`config.mk`:
```
export PLATFORM = sky130hd
export DESIGN_NAME = pdh_pair
export DESIGN_NICKNAME = d
export VERILOG_FILES = /design/src/rtl/core/pdh_pkg.sv /design/src/rtl/core/pdh_pair.sv
export SDC_FILE = /design/constraint.sdc
export NUM_CORES = 2
export LEC_CHECK = 0
export BUFFER_PORTS_ARGS = -buffer_cell sky130_fd_sc_hd__buf_2
export CAP_MARGIN = 0
export CORE_MARGIN = 4
export CORE_UTILIZATION = 45
export CTS_CLUSTER_SIZE = 16
export DETAILED_ROUTE_END_ITERATION = 10
export GPL_ROUTABILITY_DRIVEN = 1
export RECOVER_POWER = 100
export SYNTH_ARGS = -nofsm -noshare
export SYNTH_HDL_FRONTEND = slang
export SYNTH_SLANG_ARGS = --single-unit
```
`constraint.sdc`:
```
create_clock -name clk -period 6.4 [get_ports clk]
set_input_delay 0.32 -clock clk [delete_from_list [all_inputs] [get_ports clk]]
set_output_delay 0.32 -clock clk [all_outputs]
set_load 0.02 [all_outputs]
```
`src/rtl/core/pdh_pkg.sv`:
```
// Shared types and codes for the pair distance histogram block.
// No dependencies; every other file in rtl/core imports this package.
package pdh_pkg;

	localparam logic [1:0] KIND_ADD   = 2'd0;
	localparam logic [1:0] KIND_READ  = 2'd1;
	localparam logic [1:0] KIND_CLEAR = 2'd2;

	localparam logic [31:0] COUNT_SAT = 32'hFFFF_FFFF;

	typedef struct packed {
		logic [15:0] x;
		logic [15:0] y;
		logic [15:0] z;
	} atom_t;

	typedef struct packed {
		logic [1:0]  kind;
		logic [15:0] pos_x;
		logic [15:0] pos_y;
		logic [15:0] pos_z;
		logic        frame_end;
		logic [8:0]  bin_index;
	} in_t;

	typedef struct packed {
		logic [31:0] bin_count;
		logic [31:0] frames_seen;
	} out_t;

	typedef struct packed {
		logic clr_start;
		logic rd_en;
	} hist_ctrl_t;

	typedef struct packed {
		logic clr_busy;
		logic wr_busy;
	} hist_stat_t;

endpackage

```
`src/rtl/core/pdh_pair.sv`:
```
// Pair distance pipeline: minimum-image squared distance, pipelined
// square root and bin scaling. Depends on pdh_pkg.
module pdh_pair #(
	parameter int BINS  = 512,
	parameter int BIN_W = 9
) (
	input  logic                clk,
	input  logic                arst_n,
	input  logic                pair_vld,
	input  pdh_pkg::atom_t      probe,
	input  pdh_pkg::atom_t      other,
	output logic                bin_vld,
	output logic [BIN_W-1:0]    bin,
	output logic                busy
);
	import pdh_pkg::*;

	localparam int SQ_STEPS = 15;

	logic [15:0] mag_x_s1, mag_y_s1, mag_z_s1;
	logic        vld_s1;
	logic [31:0] sq_x_s2, sq_y_s2, sq_z_s2;
	logic        vld_s2;
	logic [29:0] d2_s3;
	logic        vld_s3;
	logic [29:0] rem_sq  [SQ_STEPS+1];
	logic [29:0] root_sq [SQ_STEPS+1];
	logic        vld_sq  [SQ_STEPS+1];
	logic [BIN_W-1:0] bin_q;
	logic             bin_vld_q;
	logic [31:0]      d2_sum;
	logic [31:0]      prod;
	logic [SQ_STEPS-1:0] sq_busy;

	function automatic logic [15:0] axis_mag(input logic [15:0] a, input logic [15:0] b);
		logic [15:0] d;
		d = a - b;
		return d[15] ? (~d + 16'd1) : d;
	endfunction

	always_ff @(posedge clk or negedge arst_n) begin
		if (!arst_n) begin
			vld_s1 <= 1'b0;
			vld_s2 <= 1'b0;
			vld_s3 <= 1'b0;
		end else begin
			vld_s1 <= pair_vld;
			vld_s2 <= vld_s1;
			vld_s3 <= vld_s2 && (d2_sum < 32'h4000_0000);
		end
	end

	assign d2_sum = sq_x_s2 + sq_y_s2 + sq_z_s2;

	always_ff @(posedge clk) begin
		mag_x_s1 <= axis_mag(probe.x, other.x);
		mag_y_s1 <= axis_mag(probe.y, other.y);
		mag_z_s1 <= axis_mag(probe.z, other.z);
		sq_x_s2  <= mag_x_s1 * mag_x_s1;
		sq_y_s2  <= mag_y_s1 * mag_y_s1;
		sq_z_s2  <= mag_z_s1 * mag_z_s1;
		d2_s3    <= d2_sum[29:0];
	end

	assign rem_sq[0]  = d2_s3;
	assign root_sq[0] = '0;
	assign vld_sq[0]  = vld_s3;

	// One digit of the square root per stage, highest digit first.
	for (genvar j = 0; j < SQ_STEPS; j++) begin : g_sqrt
		localparam logic [29:0] STEP_BIT = 30'(1) << (28 - 2 * j);
		logic [30:0] trial;
		assign trial = {1'b0, root_sq[j]} + {1'b0, STEP_BIT};

		always_ff @(posedge clk or negedge arst_n) begin
			if (!arst_n) begin
				vld_sq[j+1] <= 1'b0;
			end else begin
				vld_sq[j+1] <= vld_sq[j];
			end
		end

		always_ff @(posedge clk) begin
			if ({1'b0, rem_sq[j]} >= trial) begin
				rem_sq[j+1]  <= rem_sq[j] - trial[29:0];
				root_sq[j+1] <= (root_sq[j] >> 1) + STEP_BIT;
			end else begin
				rem_sq[j+1]  <= rem_sq[j];
				root_sq[j+1] <= root_sq[j] >> 1;
			end
		end

		assign sq_busy[j] = vld_sq[j+1];
	end

	// The root is below 2^15, so root * BINS / 2^15 always lands inside the table.
	assign prod = 32'(root_sq[SQ_STEPS][14:0]) * 32'(BINS);

	always_ff @(posedge clk or negedge arst_n) begin
		if (!arst_n) begin
			bin_vld_q <= 1'b0;
		end else begin
			bin_vld_q <= vld_sq[SQ_STEPS];
		end
	end

	always_ff @(posedge clk) begin
		bin_q <= prod[15 +: BIN_W];
	end

	assign bin_vld = bin_vld_q;
	assign bin     = bin_q;
	assign busy    = vld_s1 | vld_s2 | vld_s3 | (|sq_busy) | bin_vld_q;

endmodule

```
; ---- Yosys cells after proc, flatten, opt, wreduce, memory -nomap -nowiden
; Cells that the tools add are included.
[totals]
reg_bits = 1057
out_inout_bits = 11
[classes]
n_addsub = 50
mul = 3
order_cmp = 16
mux = 32
n_bitwise = 7
reduce_logical = 2
[ops]
columns = op, n
row1 = greater-or-equal comparator 30 x 31 -> 1 bit, 14
row2 = two-way mux 30 bit, 14
row3 = two-way mux 29 bit, 14
row4 = subtractor 30 bit, 13
row5 = multiplier 16 x 16 -> 32 bit, 3
row6 = adder 32 bit, 2
row7 = two-way mux 15 bit, 4
row8 = adder 16 x 1 -> 16 bit (second input constant), 3
row9 = inverter 16 bit, 3
row10 = subtractor 16 bit, 3
row11 = < comparator 32 x 31 -> 1 bit (second input constant), 1
row12 = adder 30 x 1 -> 31 bit (second input constant), 1
row13 = adder 30 x 11 -> 31 bit (second input constant), 1
row14 = adder 30 x 13 -> 31 bit (second input constant), 1
row15 = adder 30 x 15 -> 31 bit (second input constant), 1
row16 = adder 30 x 17 -> 31 bit (second input constant), 1
row17 = adder 30 x 19 -> 31 bit (second input constant), 1
row18 = adder 30 x 21 -> 31 bit (second input constant), 1
row19 = adder 30 x 23 -> 31 bit (second input constant), 1
row20 = adder 30 x 25 -> 31 bit (second input constant), 1
row21 = adder 30 x 27 -> 31 bit (second input constant), 1
row22 = adder 30 x 3 -> 31 bit (second input constant), 1
row23 = adder 30 x 5 -> 31 bit (second input constant), 1
row24 = adder 30 x 7 -> 31 bit (second input constant), 1
row25 = other kinds (20), 23

; ---- Depth between registers and ports, before layout
[logic_depth]
ltp_word = 4
ltp_mapped = 25
depth_no_buf = 24

; ---- Worst setup path after synthesis
; No wires, ideal clock.
[synth_timing]
path_type = flip-flop to flip-flop
from = reg mag_y_s1[4]
to = reg sq_y_s2[31]
setup_ns = 0.116
t_arrival_ns = 6.202
slack_ns = 0.082
path_stages_with_launch = 22
n_path_buf = 2
synth_period_minus_slack_ns = 6.318
path_cell_list = dfxtp_1 > clkbuf_1 > clkbuf_1 > nand2_1 > fa_1 > inv_1 > fa_1 > fa_1 > fa_1 > fa_1 > inv_1 > fa_1 > inv_1 > ha_1 > a21o_1 > a211oi_1 > nand2_1 > o21ai_0 > a2111oi_0 > o41ai_1 > a21oi_1 > o211a_1
[synth_via]
elab_chain_len = 1
[synth_rtl]
columns = item, line
row1 = from (decl), pdh_pair.sv:20  ; logic [15:0] mag_x_s1, mag_y_s1, mag_z_s1;
row2 = from (signal assigned), pdh_pair.sv:57  ; mag_y_s1 <= axis_mag(probe.y, other.y);
row3 = multiplier 16 x 16 -> 32 bit, pdh_pair.sv:60  ; sq_y_s2 <= mag_y_s1 * mag_y_s1;
row4 = to (signal assigned), pdh_pair.sv:60
row5 = to (decl), pdh_pair.sv:22  ; logic [31:0] sq_x_s2, sq_y_s2, sq_z_s2;
; No other way between the ends.
; A chain may end at the register's enable or synchronous reset.

; ---- Worst setup path in the final report
[layout_timing]
from = reg mag_y_s1[7]
to = reg sq_y_s2[30]
; The elaborated chain is that of the path after synthesis.

==> results.md <==
* Mapped cell area at 40800 sq um
* Top cells by count, synth: inv_1 (917), fa_1 (526), dfxtp_1 (519)
* Outcome: finished clean
* M1 GR Usage at 24.3%
* Share of Yosys cell area claimed by the top area cell type at 25.8%
* Clock-pin slew on the worst setup and hold paths at 0.06 ns
* Worst hold slack at 0.0370 ns
* Post-Route Skew at 0.0311 ns
* Part of the cycle the worst path needs at 96.4%
* Final GP Congestion at 0.854
* Hold WC Path Type: input port to flop
* H-tree Lvls at 2
* Largest net degree at the start of global routing at 20
* Area of the multi-input gates at 26300 sq um
* Fill count at 8448
* Non-filler instance count after layout at 5640
* Crit path DAT at 6.72 ns
* Fin crit period at 6.17 ns
* First-pass GRT wire length at 138000 microns
* RSZ-0062 raised after global routing: true
* Most numerous cell in the Yosys netlist: inv_1
* Iter 0 DRT Violations at 1186
* CTS Buf Count at 57
* CTS root buffer: clkbuf_16
* Hold Path Depth at 3
* Core area at 90000 sq um
* Total track usage at 17.7%
* Design area at 45500 sq um
* DPL Wire Length at 68700 microns
* Clock buffer depth at 3
* Placed inst area at 43300 sq um
* Register-to-Register Path Depth at 21
* Gr ovfl total at 0
* Busiest grt layer: met2
* Area grow syn2layout at 11.5%
* F_max at 162 MHz
* Cell taking the most area after synthesis: fa_1
* Total Wirelength at 81500 microns
* Initial DRT Pass Iterations at 5
* Area contributors post-synth: fa_1 (26%), dfxtp_1 (25%), ha_1 (13%)
* Nets at 5467
* DR vias/cell at 4.83
* Setup violators final at 0
* Vias in the first global route at 28100
* Synth cell types at 70
* Predominant post-synthesis flop cell: dfxtp_1
* Share of cells above drive strength 1 at 8.40%
* Post-synth EDFFs at 0
* Hold Fails Final Rpt at 0
* Yosys synthesis warning count at 0
* Worst-margin pin slew at 1.22 ns
* Die width at 309 microns
* Area of the die at 95600 sq um
* CP Data Required Time at 6.95 ns
* Initial core utilization at 45.4%
* Worst rel slew slack at 18.4%
* Seq/Total Area, Yosys at 26.6%
* Post-synth ARST share at 3.53%
* Port bufs at 109
* FP Rows at 110
* Syn_area_per_cell at 9.67 sq um
* Register area at 10900 sq um
* Residual DRC at 0
* Met2 Resource Use GR at 29.8%
* Setup crit start kind: flop
* Ant diodes at 0
* Critical path type: flop to flop
* # IOs at 110
* Synth Register Bits at 538
* Crit. End Element: flop
* Placed cells at 5528
* Vias at 27200
* Average wire per standard cell at 14.5 microns
* Final ANT Viol Nets at 0
* Worst Path Max Fanout at 8
* Final Max Slew Viols at 0
* Die height at 309 microns
* CTS tree: done
* Post-synthesis cell count at 4222
* Clock sink count at 538
* Max cap viols at 0
* Met3 Resource Use GR at 2.17%
* Fin util at 50.6%
* Worst skew pair latency at 0.63 ns
* Antenna violations before repair at 0
==> cell type report <==
type / count / share of cell area, %
clock buffer: 70 / 3.46
timing repair buffer: 208 / 2.83
tap: 1176 / 3.23
multi-input combinational: 2693 / 57.9
clock inverter: 38 / 1.13
inverter: 917 / 7.56
sequential: 538 / 23.9
==> cell usage in the layout (no fill, tap or decap), types with 19 or more instances in the layout <==
master     netlist  final
dfxtp_1        519    493
ha_1           427    426
dfrtp_1         19     19
buf_2            2     97
inv_1          917    916
o31ai_1         26     26
nand2b_1        28     28
nand2_1        320    320
nor2b_1         38     38
and2_1         143    142
nand4_1         20     20
a21oi_1        151    148
dfxtp_2          0     26
fa_1           526    526
nor2_1         164    163
o21a_1          37     37
nor4_1          44     44
buf_4            0     93
a21o_1          58     58
nand3_1         46     45
nor3_1          58     58
o21ai_0        113    110
xor2_1          74     73
clkbuf_16        0     57
and3_1          26     26
xnor2_1        162    162
==> logic make-up after synthesis <==
group | count (synthesis) | synth area share [%]
buffers and inverters | 993 | 9.13
AND/OR/NAND/NOR | 965 | 11.7
adder cells (fa/ha/maj) | 953 | 38.9
flip-flops | 538 | 26.6
AO/OA/AOI/OAI | 520 | 8.17
XOR/XNOR | 236 | 5.06
multiplexers | 16 | 0.426
other | 1 | 0.00918
==> critical path, cell delays in order, from the launching register on <==
cell,delay [ns]
dfxtp_1,0.49
buf_4,0.22
nand2_1,0.08
fa_1,0.59
inv_1,0.07
fa_1,0.47
fa_1,0.52
fa_1,0.51
fa_1,0.55
inv_1,0.05
fa_1,0.52
inv_1,0.04
ha_1,0.40
a21oi_1,0.17
o21ai_0,0.13
a221o_1,0.35
a21o_1,0.18
a21o_1,0.17
a21oi_1,0.13
o21ai_0,0.12
a21oi_1,0.19
xnor2_1,0.13
==> stage by stage <==
| step | setup TNS (ns) | setup slack, ns |
|---|---|---|
| 2_1_floorplan | 0 | 0.0819 |
| 5_1_grt | -0.0434 | -0.0216 |
| 3_3_place_gp | -0.0183 | -0.0183 |
| 6_report | 0 | 0.229 |
| 4_1_cts | 0 | 0.0367 |
| 3_5_place_dp | -0.110 | -0.0595 |
==> final timing paths <==
path | startpoint | endpoint | slack [ns]
max | mag_y_s1[7]$_DFF_P_ | sq_y_s2[30]$_DFF_P_ | 0.23
min in group asynchronous | arst_n | sq_busy[12]$_DFF_PN0_ | 0.38
min reg2reg | d2_s3[17]$_DFF_P_ | rem_sq[437]$_DFF_P_ | 0.31
min | other[32] | mag_x_s1[0]$_DFF_P_ | 0.04
max in group asynchronous | arst_n | sq_busy[9]$_DFF_PN0_ | 5.44
max reg2reg | mag_y_s1[7]$_DFF_P_ | sq_y_s2[30]$_DFF_P_ | 0.23
==> repair_timing <==
item	in CTS	in global routing
gates resized for setup	1	52
buffers inserted	0	1
setup endpoints to repair	2	25
hold endpoints to repair	21	0
pin swaps	0	3
hold buffers	3	0
==> layer usage <==
layer  share of wire (%)  up-vias  routed length (microns)
met5                   0        -                        0
met1                  46    13100                    37900
met2                  47      387                    38700
li1                    -    13700                        -
met4                 2.3        0                     1900
met3                 3.8      100                     3120
==> flip-flops by register name (all words and copies together) (netlist names), 30 cells and up <==
| name | count |
|---|---|
| root_sq | 99 |
| rem_sq | 240 |
| sq_y_s2 | 31 |
| sq_x_s2 | 31 |
| d2_s3 | 30 |
| sq_z_s2 | 31 |
Power is not shown: default switching activity piles up to over one toggle a cycle in this logic, so the estimate is an artifact.
