**config.mk**
```make
export PLATFORM = sky130hd
export DESIGN_NAME = pdh_cell
export DESIGN_NICKNAME = d
export VERILOG_FILES = /design/src/rtl/core/pdh_pkg.sv /design/src/rtl/core/pdh_cell.sv
export SDC_FILE = /design/constraint.sdc
export NUM_CORES = 1
export LEC_CHECK = 0
export ABC_CLOCK_PERIOD_IN_PS = 2550
export BUFFER_PORTS_ARGS = -buffer_cell sky130_fd_sc_hd__clkbuf_2
export CAP_MARGIN = 10
export CELL_PAD_IN_SITES_DETAIL_PLACEMENT = 0
export CELL_PAD_IN_SITES_GLOBAL_PLACEMENT = 1
export CORE_UTILIZATION = 30
export CTS_BUF_LIST = sky130_fd_sc_hd__clkbuf_4 sky130_fd_sc_hd__clkbuf_8 sky130_fd_sc_hd__clkbuf_16
export DETAILED_ROUTE_END_ITERATION = 7
export GPL_ROUTABILITY_DRIVEN = 0
export PLACE_DENSITY_LB_ADDON = 0.1
export SKIP_LAST_GASP = 1
export SLEW_MARGIN = 20
export SYNTH_ARGS = -nofsm -noshare
export SYNTH_HDL_FRONTEND = slang
export SYNTH_SLANG_ARGS = --single-unit
```
**constraint.sdc**
```tcl
create_clock -name clk -period 2.55 [get_ports clk]
set_clock_uncertainty 0.1 [all_clocks]
set_input_delay 0.255 -clock clk [delete_from_list [all_inputs] [get_ports clk]]
set_output_delay 0.255 -clock clk [all_outputs]
set_load 0.1 [all_outputs]
```
**src/rtl/core/pdh_pkg.sv**
```systemverilog
// Shared types and codes for the pair distance histogram block.
// No dependencies; every other file in rtl/core imports this package.
package pdh_pkg;

	localparam logic [1:0] KIND_ADD   = 2'd0;
	localparam logic [1:0] KIND_READ  = 2'd1;
	localparam logic [1:0] KIND_CLEAR = 2'd2;

	localparam logic [31:0] COUNT_SAT = 32'hFFFF_FFFF;

	typedef struct packed {
		logic [15:0] x;
		logic [15:0] y;
		logic [15:0] z;
	} atom_t;

	typedef struct packed {
		logic [1:0]  kind;
		logic [15:0] pos_x;
		logic [15:0] pos_y;
		logic [15:0] pos_z;
		logic        frame_end;
		logic [8:0]  bin_index;
	} in_t;

	typedef struct packed {
		logic [31:0] bin_count;
		logic [31:0] frames_seen;
	} out_t;

	typedef struct packed {
		logic clr_start;
		logic rd_en;
	} hist_ctrl_t;

	typedef struct packed {
		logic clr_busy;
		logic wr_busy;
	} hist_stat_t;

endpackage

```
**src/rtl/core/pdh_cell.sv**
```systemverilog
// One cell of the atom ring: holds a stored position and passes it on.
// Depends on pdh_pkg for the atom type.
module pdh_cell (
	input  logic          clk,
	input  logic          shift,
	input  logic          load,
	input  pdh_pkg::atom_t nbr,
	input  pdh_pkg::atom_t din,
	output pdh_pkg::atom_t q
);
	import pdh_pkg::*;

	atom_t atom_q;

	always_ff @(posedge clk) begin
		if (shift) begin
			atom_q <= nbr;
		end else if (load) begin
			atom_q <= din;
		end
	end

	assign q = atom_q;

endmodule

```
# Yosys cells after proc, flatten, opt, wreduce, memory -nomap -nowiden
# Cells that the tools add are included.
# Widths: inputs -> output; s select.
# classes
muxes,2
n_reduce_logical,1
# ops
operator,count
$mux 48,2
$reduce_bool 2->1,1
# totals
reg_bits,48
inputBits,99
output_inout_bits,48
word_cells,6

# Logic depth before layout (Yosys ltp)
# Gate-level depths: netlist of run 1.
# depth
word_depth,2
depth_mapped,3
depth_no_buf,1

# Worst setup path after synthesis of run 1
# No wires, ideal clock.
# synth_timing
kind,in2reg
from,input port shift
to,register atom_q (netlist bit q[0]) (enable)
setup_ps,408
t_arrival_ps,1649
required_time_ps,2042
setup_slack_ps,393
path_stages,3
n_path_buf,2
path_cell_list,buf_6 -> buf_6 -> or2_1
# synth_via
elab_chain_len,1
# synth_rtl
item,line,rtl
start: declaration,pdh_cell.sv:5,"input logic shift,"
$reduce_bool 2->1 (no source line),-,
end signal: assignment,pdh_cell.sv:17,atom_q <= nbr;
end signal: assignment,pdh_cell.sv:19,atom_q <= din;
end: declaration,pdh_cell.sv:13,atom_t atom_q;
# No other way between the ends.
# A chain may end at the register's enable or synchronous reset.

# Final worst setup path of run 1
# layout_timing
from,register atom_q (netlist bit q[5])
to,output port q[5] (netlist name)
# layout_lines
item,line,rtl
end: declaration,pdh_cell.sv:9,output pdh_pkg::atom_t q
# No word-level cell between the ends.

==> results.md, run 1 <==
- Status: complete, no violations
- Syn_nets: 201
- Maxcap violations: 0
- DR vias: 1,435
- Placed cell area: between 0.002 and 0.003 sq mm
- Final instance area: 0.00296 sq mm
- Async set-reset flop share out of synthesis: 0%
- CP delay by family, top: buffers and inverters
- Slew of the pin with the lowest slew margin: between 600 and 700 ps
- Max reg flops: 48
- Average size of a mapped cell: 20.3 sq um
- Synth Instances: 102
- Distinct cells, synth: 6
- Pwr dens: roughly 790 mW/mm^2
- Final setup TNS: 0 ps
- Routed Antenna Nets: 0
- Utilization after layout: a little under half
- Hold Crit Depth: 2
- Final setup viols: 0
- Setup CP Type: reg2out
- Flops & latches, synth: 48
- Final hold vios: 0
- Reg area: ~0.0014 sq mm
- Crit path launch type: flop
- Arrival time of the worst setup path: between 1000 and 1500 ps
- GRT overflow: 0
- Post-detailed-route wirelength per cell: 13.3 um
- Type of destination of the critical path: output port
- Setup bufs post-CTS: 0
- Synth Warn #: 0
- Crit path max fanout: 1
- Port-buffer cells: 146
- Sequence of cells on the critical path: clkbuf_2
- DR iter-0 viols: ~40
- Most used DFF post-synth: edfxtp_1
- Via density: around 4.3
- Die area: 0.00723 sq mm
- GRT Total Usage: 12.6%
- Min Tclk post-route: 1450 ps
- Initial Util: 31.8%
- CP peak stage delay: approximately 460 ps
- Clk sinks: 48
- PostCTS Resize Cnt: 0
- Multi-input gate area: 581 sq um
- Maximum clock rate: 690 MHz
- Final Cycle Share: between 50% and 60%
- Worst min-delay path category: in2reg
- Max-slew headroom: 54.0%
- Core area: 0.00649 sq mm
- CTS buffer count: 5
- CP max-delay cell: clkbuf_2
- CTS Buffer Depth: 2
- ANT cells: 0
- Largest net degree at the start of global routing: 49
- First-pass GRT wire length: around 6900 um
- WL final: between 4000 and 5000 um
- Yosys top cell by area: edfxtp_1
- Layout area overhead: 43.2%
- Drt drc: 0
- NumNets Final: 352
- H-Tree Depth: 2
- Top cells by count, synth: edfxtp_1, mux2_2, mux2_4
- EDFF count, synth: 48
- Number of global-route vias before repair: around 1,400
- Hold_buf cts: 0
- Most frequent cell after synthesis: edfxtp_1
- Ratio of cells with drive above 1 in the final layout: 80.7%
- Boundary Pins: around 150
- CP Buf/Inv Count: 1
- Root buf cell: clkbuf_8
- Leakage power: 1.39 nW
- RSZ-0062 raised after global routing: false
- Initial antenna violation count: 0
- Clk slew on worst S/H paths: 90 ps
- Worst vdd ir: roughly 350 uV
- Die Height: 85.0 um
- Cell row count: 29
- Fillers: roughly 610
- Die width: 85.0 um
- TritonRoute pass-1 iters: 3
- Part of the Yosys area used for sequential elements: 69.7%
- CP required: 2190 ps
- Syn Std Cell Area: 0.00207 sq mm
- Max-slew violation count: 0
- Crit path depth: 1
- Top-area cell type share of the netlist area: 69.7%
- CTS tree: yes
- Synth top area cells: edfxtp_1, mux2_2, mux2_4
- DP Wirelength: 3280 um
cell usage in the layout, fill, tap and decap left out:
cell / count
clkinv_1: 1
clkbuf_8: 5
clkbuf_2: 146
mux2_2: 39
clkbuf_4: 2
mux2_4: 9
buf_4: 3
or2_2: 1
edfxtp_1: 48
cell families after synthesis:
family                 Yosys count  synth area share, %
muxes                           48                 27.8
buffers and inverters            5                 2.18
and+or+nand+nor                  1                0.303
DFF                             48                 69.7
layout make-up:
class	instances	area share, %
clock buffer	7	2.83
clock inverter	1	0.127
multi-input combinational	49	19.6
sequential	48	48.7
tap	77	3.26
timing repair buffer	149	25.5
path summary, 6_finish.rpt:
kind              startpoint  slack (ps)    end
hold / removal       nbr[43]         150  q[43]
setup / recovery        q[5]        1100   q[5]
routing by layer:
layer  up-vias  track usage, %  wire length [um]
li1        700               -                 -
met2        84            21.1              2150
met3         8            4.77               450
met5         -               0                 0
met4         0            5.08                60
met1       643            14.4              1750
power by group:
| part | internal (mW) | switching [mW] |
|---|---|---|
| combinational | 0.167 | 0.722 |
| sequential | 0.967 | 0.0207 |
| clock | 0.213 | 0.240 |
| total | 1.35 | 0.982 |
stage by stage:
stage	worst slack [ps]	std cells	hold slack, ps	power, mW
after CTS	1080	331	142	2.36
final	1100	331	154	2.33
after detailed placement	827	323	459	1.90
after global placement	843	323	456	1.90
after global routing	1040	331	137	2.42
after floorplan	393	102	372	1.74
Power figures use the tool's default switching activity.
==> run 2, diff against run 1 <==
Settings changed: ABC_CLOCK_PERIOD_IN_PS 2550 to 1500.
Clock period 2.55 ns to 1.5 ns, I/O delays scaled along.
==> run 2 against run 1 <==
Effect of this change: via count is 0.84% higher; worst hold slack worse by 100 ps; die area did not move; final area rose by 2.0%; setup slack lost 950 ps; non-clock buffer count grew 1; critical endpoint is now q[45].
==> results.md, run 2 (synthesized netlist as in run 1, its figures left out) <==
- Status: complete, no violations
- Type of destination of the critical path: output port
- Arrival time of the worst setup path: 1090 ps (about the same)
- Commonest non-fill, non-tap cell in the layout: clkbuf_2
- RSZ-0062 raised after global routing: false
- Setup CP Type: reg2out
- Commonest cells after routing, fill and taps aside: clkbuf_2, edfxtp_1, mux2_2
- Crit path depth: 1 (unchanged)
- NumNets Final: 353 (+0.28%)
- Hold WS: 51.8 ps (-102 ps)
- Final hold vios: 0 (unchanged)
- Post-detailed-route wirelength per cell: 13.6 um (+2.2%)
- Pwr dens: 1370 mW/mm^2 (+74%)
- Die Height: 85.0 um (unchanged)
- Hold_buf cts: 0 (unchanged)
- GRT Total Usage: 12.8% (+0.23 points)
- CTS buffer count: 5 (unchanged)
- WL final: 4520 um (+2.5%)
- Maxcap violations: 0 (unchanged)
- Crit path max fanout: 1 (unchanged)
- Clk sinks: 48 (unchanged)
- GRT overflow: 0 (unchanged)
- Final setup viols: 0 (unchanged)
- CTS tree: yes
- Core area: 0.00649 sq mm (unchanged)
- Utilization after layout: 46.5% (+0.91 points)
- Maximum clock rate: 744 MHz
- CP delay by family, top: buffers and inverters
- Cell row count: 29 (unchanged)
- Routed Antenna Nets: 0 (unchanged)
- Die width: 85.0 um (unchanged)
- ANT cells: 0 (unchanged)
- Worst vdd ir: 497 uV (+42%)
- Max-slew headroom: 62.7% (+8.7 points)
- Max reg flops: 48 (unchanged)
- DR iter-0 viols: 36 (-12%)
- CP required: 1250 ps (-940 ps)
- Final setup TNS: 0 ps (unchanged)
- PostCTS Resize Cnt: 0 (unchanged)
- Drt drc: 0 (unchanged)
- DP Wirelength: 3570 um (+8.8%)
- Hold Crit Depth: 2 (unchanged)
- Initial Util: 31.8% (unchanged)
- Placed Cells: 324 (+0.31%)
- H-Tree Depth: 2 (unchanged)
- Crit path launch type: flop
- Root buf cell: clkbuf_8
- CP peak stage delay: 450 ps (about the same)
- Initial antenna violation count: 0 (unchanged)
- Min Tclk post-route: between 1000 and 1500 ps
- Leakage power: 1.41 nW (+2.0%)
- Port-buffer cells: 146 (unchanged)
- Ratio of cells with drive above 1 in the final layout: 81.2% (+0.47 points)
- Worst min-delay path category: in2reg
- Die area: 0.00723 sq mm (unchanged)
- Layout area overhead: 46.0%
- Pwr Total: 4.13 mW (+77%)
- Via density: 4.36 (+0.53%)
- TritonRoute pass-1 iters: 3 (unchanged)
- Setup bufs post-CTS: 0 (unchanged)
- Number of global-route vias before repair: 1,503 (+4.2%)
- DR vias: 1,447 (+0.84%)
- Max-slew violation count: 0 (unchanged)
- Clk slew on worst S/H paths: 90 ps (about the same)
- CTS Buffer Depth: 2 (unchanged)
- Slew of the pin with the lowest slew margin: 562 ps (-128 ps)
- Largest net degree at the start of global routing: 36 (-27%)
- First-pass GRT wire length: 7040 um (+2.5%)
- Boundary Pins: 147 (unchanged)
- Sequence of cells on the critical path: clkbuf_2
- CP Buf/Inv Count: 1 (unchanged)
- Number of cells in the finished layout apart from fillers: 332 (+0.30%)
- CP max-delay cell: clkbuf_2
- Final Cycle Share: 89.6%
run 2: power by group:
group	switching [mW]	internal, mW
registers	0.0363	1.64
clock network	0.410	0.513
logic	1.23	0.294
run 2: layout make-up:
| class | count | area (sq um) |
|---|---|---|
| sequential | 48 | 1440 |
| clock inverter | 2 | 35.0 |
| tap | 77 | 96.3 |
| multi-input combinational | 49 | 583 |
| timing repair buffer | 150 | 786 |
| fill | 627 | 3480 |
| clock buffer | 6 | 76.3 |
run 2: metal layers:
metal  track usage, %  vias to the layer above  wire [um]
met4             3.24                        0         29
li1                 -                      700          -
met5                0                        -          0
met2             23.5                       79       2380
met1             13.8                      663       1640
met3             4.77                        5        482
run 2: through the flow:
stage	worst slack (ps)	instance area (sq um)
CTS	130	3020
detailed placement	174	2910
global route	102	3020
finish	156	3020
floorplan	151	2070
global placement	176	2910
run 2: final timing paths:
check | start | to | slack, ps
hold / removal | din[12] | q[12] | 50
setup / recovery | q[45] | q[45] | 160
==> run 3, diff against run 2 <==
Settings changed: CORE_ASPECT_RATIO set to 0.75, RECOVER_POWER set to 25.
==> run 3 against run 2 <==
Effect of this change: cell count up 0.60%; first-iteration DRC count decreased by 17%; clock-buffer cell count is 1 lower; sequential share of layout area increased by 0.18 points; non-clock buffer count shrank 2; combinational power is essentially flat; power increased by 7.7%; the run now ends with design-rule violations left; critical endpoint is now q[12].
==> results.md, run 3 (synthesized netlist as in run 1, its figures left out) <==
- Clk sinks: 48 (unchanged)
- Hold Crit Depth: 2 (unchanged)
- Port-buffer cells: 146 (unchanged)
- CP delay by family, top: buffers and inverters
- Root buf cell: clkbuf_8
- Slew of the pin with the lowest slew margin: 718 ps (+157 ps)
- Maxcap violations: 0 (unchanged)
- Leakage power: 1.39 nW (-1.5%)
- Failing checks: design-rule violations
- Sequence of cells on the critical path: clkbuf_2
- Final hold vios: 0 (unchanged)
- Max-slew violation count: 0 (unchanged)
- Commonest cells after routing, fill and taps aside: clkbuf_2, edfxtp_1, mux2_2
- Boundary Pins: 147 (unchanged)
- Max-slew headroom: 52.1% (-11 points)
- PostCTS Resize Cnt: 0 (unchanged)
- Largest net degree at the start of global routing: 49 (+36%)
- Status: finished, violations left
- Initial antenna violation count: 0 (unchanged)
- DR iter-0 viols: 30 (-17%)
- Die Height: 73.9 um (-13%)
- ANT cells: 0 (unchanged)
- Routed Antenna Nets: 0 (unchanged)
- Die area: 0.00723 sq mm (about the same)
- Via density: 4.27 (-2.0%)
- Final instance area: 0.00301 sq mm (-0.37%)
- Die width: 97.8 um (+15%)
- Min Tclk post-route: 1350 ps (+6.11 ps)
- Initial Util: 31.9% (+0.098 points)
- Number of global-route vias before repair: 1,352 (-10%)
- Hold Path End: q[44]
- Worst vdd ir: 695 uV (+40%)
- Commonest non-fill, non-tap cell in the layout: clkbuf_2
- Crit path max fanout: 1 (unchanged)
- CTS tree: yes
- Final setup TNS: 0 ps (unchanged)
- Arrival time of the worst setup path: 1100 ps (about the same)
- Core area: 0.00647 sq mm (-0.31%)
- CTS Buffer Depth: 2 (unchanged)
- Setup bufs post-CTS: 0 (unchanged)
- Max reg flops: 48 (unchanged)
- TritonRoute pass-1 iters: 6 (+3)
- Hold path start: din[44]
- Placed cell area: 0.00288 sq mm (-0.77%)
- DR vias: 1,426 (-1.5%)
- CTS buffer count: 5 (unchanged)
- Post-detailed-route wirelength per cell: 13.4 um (-2.0%)
- GRT overflow: 0 (unchanged)
- H-Tree Depth: 2 (unchanged)
- CP Buf/Inv Count: 1 (unchanged)
- CP required: 1250 ps (about the same)
- CP max-delay cell: clkbuf_2
- Number of cells in the finished layout apart from fillers: 334 (+0.60%)
- Clk slew on worst S/H paths: 90 ps (about the same)
- Layout area overhead: 45.5%
- Drt drc: 22 (+22)
- First-pass GRT wire length: 6560 um (-6.9%)
- Crit path depth: 1 (unchanged)
- Worst min-delay path category: in2reg
- Cell row count: 25 (-14%)
- Hold_buf cts: 0 (unchanged)
- Final setup viols: 0 (unchanged)
- Ratio of cells with drive above 1 in the final layout: 79.1% (-2.1 points)
- Placed Cells: 326 (+0.62%)
- Setup CP Type: reg2out
- NumNets Final: 351 (-0.57%)
- Final Cycle Share: 90.0% (+0.41 points)
- GRT Total Usage: 12.1% (-0.66 points)
- CP peak stage delay: 450 ps (about the same)
- WL final: 4460 um (-1.4%)
- Maximum clock rate: 741 MHz (-0.45%)
- Crit path launch type: flop
- DP Wirelength: 3450 um (-3.3%)
- Type of destination of the critical path: output port
- Pwr dens: 1480 mW/mm^2 (+8.1%)
- RSZ-0062 raised after global routing: false
[run 3: cell types whose count changed in the layout (fill, tap and decap cells not counted)]
cell,change
buf_12,-2
buf_4,-2
bufinv_16,+2
clkbuf_2,+2
clkbuf_4,-1
clkinv_2,-1
mux2_1,+5
mux2_4,-5
[run 3: report_power, final]
group | leakage [nW] | internal, mW | switching [mW] | total, mW
clock network | 0.0784 | 0.833 | 0.434 | 1.27
registers | 0.489 | 1.65 | 0.0364 | 1.68
logic | 0.824 | 0.273 | 1.23 | 1.50
total | 1.39 | 2.75 | 1.70 | 4.45
[run 3: how the worst max path moves through the flow]
stage | to | from
final | q[12] | q[12]
after global routing | q[12] | q[12]
after CTS | q[12] | q[12]
after detailed placement | q[23] | shift
after global placement | q[25] | shift
after floorplan | q[0] | shift
[run 3: area by class of cell]
class | count | area [sq um]
Fill cell | 607 | 3470
Sequential cell | 48 | 1440
Clock inverter | 3 | 90.1
Timing Repair Buffer | 148 | 741
Tap cell | 81 | 101
Multi-Input combinational cell | 49 | 564
Clock buffer | 5 | 68.8
[run 3: stage by stage]
step	total power, mW	hold slack [ps]	util [%]	worst slack [ps]
finish	4.45	25.0	46.4	150
global route	4.59	26.6	46.4	91.0
CTS	4.51	35.1	47.0	118
detailed placement	3.24	354	44.5	128
global placement	3.24	352	44.5	141
floorplan	2.96	267	-	151
[run 3: layer usage]
layer / track usage [%] / part of all wire, % / vias up
met4: 5.22 / 2.0 / 0
li1: - / - / 698
met3: 4.76 / 10 / 11
met1: 14.2 / 40 / 637
met5: 0 / 0 / -
met2: 20.0 / 47 / 80
